$ cat config.mk
export PLATFORM = sky130hd
export DESIGN_NAME = dll_link_ram
export DESIGN_NICKNAME = d
export VERILOG_FILES = /design/src/rtl/core/dll_link_ram.sv
export SDC_FILE = /design/constraint.sdc
export NUM_CORES = 2
export LEC_CHECK = 0
export BUFFER_PORTS_ARGS = -buffer_cell sky130_fd_sc_hd__buf_2
export CAP_MARGIN = 20
export CORE_AREA = 2 2 371 410
export CTS_BUF_LIST = sky130_fd_sc_hd__clkbuf_8
export DETAILED_ROUTE_END_ITERATION = 8
export DIE_AREA = 0 0 373 412
export GPL_ROUTABILITY_DRIVEN = 0
export PLACE_DENSITY = 0.87
export SETUP_SLACK_MARGIN = 0.3
export SLEW_MARGIN = 25
export SYNTH_ARGS = -nofsm -noshare
export SYNTH_HDL_FRONTEND = slang
export SYNTH_SLANG_ARGS = --single-unit
$ cat constraint.sdc
create_clock -name clk -period 4.6 [get_ports clk]
set_input_delay 0.69 -clock clk [delete_from_list [all_inputs] [get_ports clk]]
set_output_delay 0.69 -clock clk [all_outputs]
set_load 0.02 [all_outputs]
$ cat src/rtl/core/dll_link_ram.sv
// One link memory (next or previous links) of the list manager.
// One write port, one read port, registered read data, no reset on the array.
// No package dependencies.
module dll_link_ram #(
  parameter int DEPTH = 256,
  parameter int AW    = 8,
  parameter int DW    = 9
) (
  input  logic          clk,
  input  logic          we,
  input  logic [AW-1:0] waddr,
  input  logic [DW-1:0] wdata,
  input  logic          re,
  input  logic [AW-1:0] raddr,
  output logic [DW-1:0] rdata
);

  logic [DW-1:0] mem [DEPTH];

  always_ff @(posedge clk) begin
    if (we) begin
      mem[waddr] <= wdata;
    end
    if (re) begin
      rdata <= mem[raddr];
    end
  end

endmodule
==> qor.yml <==
ant_nets: 0
post_synth.cell_area_avg_um2: 21.1
vias_per_cell: 7.17
start_util_pct: 59.8
globalRouteOverflowTotal: 0
fin_crit_ns: 3.50
drv_cap: 0
dieArea_mm2: 0.154
clk_latency_ns: 1.06
violations: "DRC"
crit_arrival_ns: 4.30
post-cts-setup-buffers: 0
worst_pin_slew_ns: 1.16
max_stage_delay_ns: 0.77
numClockSinks: 2313
finalHoldViolCount: 0
track_usage_pct: 30.5
yosysWarnings: 0
hp-class: "in -> reg"
synthFlopType: "edfxtp_1"
wl_per_cell_um: 34.7
cp-end-kind: "flop"
numCtsBuffers: 337
io_buffers: 36
crit_type: "in -> reg"
cts.repair.resized: 0
drt-pass1-iter-count: 9
power.leakage_nw: 31.0
setup_viol: 0
async_flop_share_pct: 0
skew_ns: 0.0796
cts_tree: "done"
netlist_area_mm2: 0.0894
slew_viol_final: 0
reg2reg_depth: 6
path_common_cell: "buf_4"
fin_crit_sh_pct: 76.1
final_common_cell: "edfxtp_1"
maxSlewHeadroom_pct: 22.6
area_delta_synth_final_pct: 10.2
routed_wl_mm: 235
final_cell_mix: "edfxtp_1, mux4_2, clkbuf_8"
syn_inst: 4237
holdBufCountCts: 0
whs_path_depth: 1
ios: 37
place_hpwl_mm: 139
synth-seq-area-share_pct: 77.7
power.density_mw_per_mm2: 414
finalNonFillerCells: 6761
holdWs_ns: 0.0922
critical_path_required_ns: 5.40
grt_pass1_vias: 48575
ir_worst_vdd_mv: 0.438
crit_path_cell_trace: "buf_2, buf_4, nand3b_1, buf_4, o22ai_1, nor2_1, a31oi_1, nor4_2, nor4_1"
rsz0062_at_grt: "no"
core_mm2: 0.149
clock_path_buffers: 4
ys_seq_elements: 2313
cts_max_level: 5
route.vias.total: 48474
die_y_um: 412
cp-start-kind: "input port"
synth.distinct_cells: 56
rows: 149
drive_above_1_share_pct: 24.1
dieWidth_um: 373
synth_nets: 4265
placed_cells: 6167
status: "finished, violations left"
grt_pass1_wl_mm: 335
cts-root-buf: "clkbuf_8"
drtIter0Drc: 8325
route.detailed.drc: 2
worstPathMaxFanout: 25
grt_max_degree: 149
antenna_found_initial: 23
max_freq_mhz: 286
synth-edff-count: 2313
clk_pin_slew_worst_paths_ns: 0.07
num-nets-final: 4573
p_total_mw: 40.8
crit_slowest_cell: "buf_2"
[power by group]
part	leakage, nW	internal (mW)	switching [mW]
Clock	3.42	7.60	7.72
Sequential	20.8	23.2	0.0216
Combinational	6.74	0.718	1.50
[layer usage]
| metal | share of wire (%) | vias to the layer above | GRT usage, % |
|---|---|---|---|
| li1 | - | 18421 | - |
| met1 | 31 | 24017 | 37.2 |
| met2 | 47 | 4897 | 47.3 |
| met3 | 15 | 1119 | 10.3 |
| met4 | 7.5 | 20 | 19.1 |
| met5 | 0.086 | - | 0 |
[sequential cells by signal, indices dropped and copies added (netlist names)]
name and cells:
rdata 9, mem 2304
[synth_stat cells, types with 2 or more instances]
cell      instances  share of area [%]
and3_1            3              0.021
a211o_1           3              0.029
buf_6            26               0.33
buf_12            5               0.11
nand2b_1          9              0.063
and3b_1           4              0.039
nand4_1          11              0.077
a21oi_1          98               0.55
o22ai_1          65               0.46
nand3b_1          3              0.025
and2_1            2              0.014
a22oi_1         174                1.5
a22o_1            8              0.078
a311oi_1          3              0.029
edfxtp_1       2313                 78
nor3b_1           3              0.025
a31oi_1          10              0.070
a211oi_1         26               0.22
buf_1            14              0.059
mux4_1            9               0.26
buf_4            28               0.24
nor2b_1          28               0.20
buf_8            12               0.20
a221oi_1         11               0.11
or2_0             2              0.014
o31a_1            8              0.078
a32oi_1           3              0.029
mux2_2           21               0.26
nand2_1          40               0.17
o21ai_0          31               0.17
clkbuf_1        120               0.50
or2_2             4              0.028
o221ai_1         35               0.34
mux4_2          467                 12
nor3_1           21               0.12
o32ai_1           3              0.029
o32a_1            2              0.022
buf_2            54               0.30
nand3_1          31               0.17
mux2i_1         177                2.0
nor4_1           27               0.19
nor2_1          305                1.3
o21ai_1           5              0.028
[cell families after synthesis]
kind of cell,Yosys count,share of synthesized area [%]
buf+inv,261,1.75
compound gates,489,3.75
mux,674,14.3
simple gates,500,2.50
flops,2313,77.7
[final timing paths]
kind / end / start / slack [ns]
worst min register to register: rdata[4]$_DFFE_PP_ / mem[192][4]$_DFFE_PP_ / 1.01
worst max-delay path: rdata[5]$_DFFE_PP_ / raddr[3] / 1.10
worst max register to register: rdata[4]$_DFFE_PP_ / mem[115][4]$_DFFE_PP_ / 1.44
worst min-delay path: rdata[4]$_DFFE_PP_ / re / 0.09
[layout make-up]
class                   count  area [um2]
repair buffers            228        2040
fillers                  8281       50800
multi-input cells        1663       18500
flip-flops and latches   2313       69500
clock inverters           239        1330
diodes                     11        27.5
inverters                   2        7.51
well taps                1963        2460
clock buffers             342        4710
[worst max-delay path, delay by kind of cell]
| kind | cells | cell delay [ns] |
|---|---|---|
| AOI/OAI and AO/OA | 2 | 0.71 |
| buffers and inverters | 3 | 1.66 |
| and+or+nand+nor | 4 | 1.21 |
[metrics by stage]
step	instance area, um2	util, %	TNS (ns)	setup WS (ns)
final	98500	65.9	0	1.10
after global routing	98500	65.9	0	1.22
after CTS	98400	65.9	0	1.04
after detailed placement	92300	61.8	-0.0198	-0.0198
after global placement	92300	61.8	0	0.148
after floorplan	89400	-	0	1.95
Note: power is estimated with default switching activity, not from simulation.
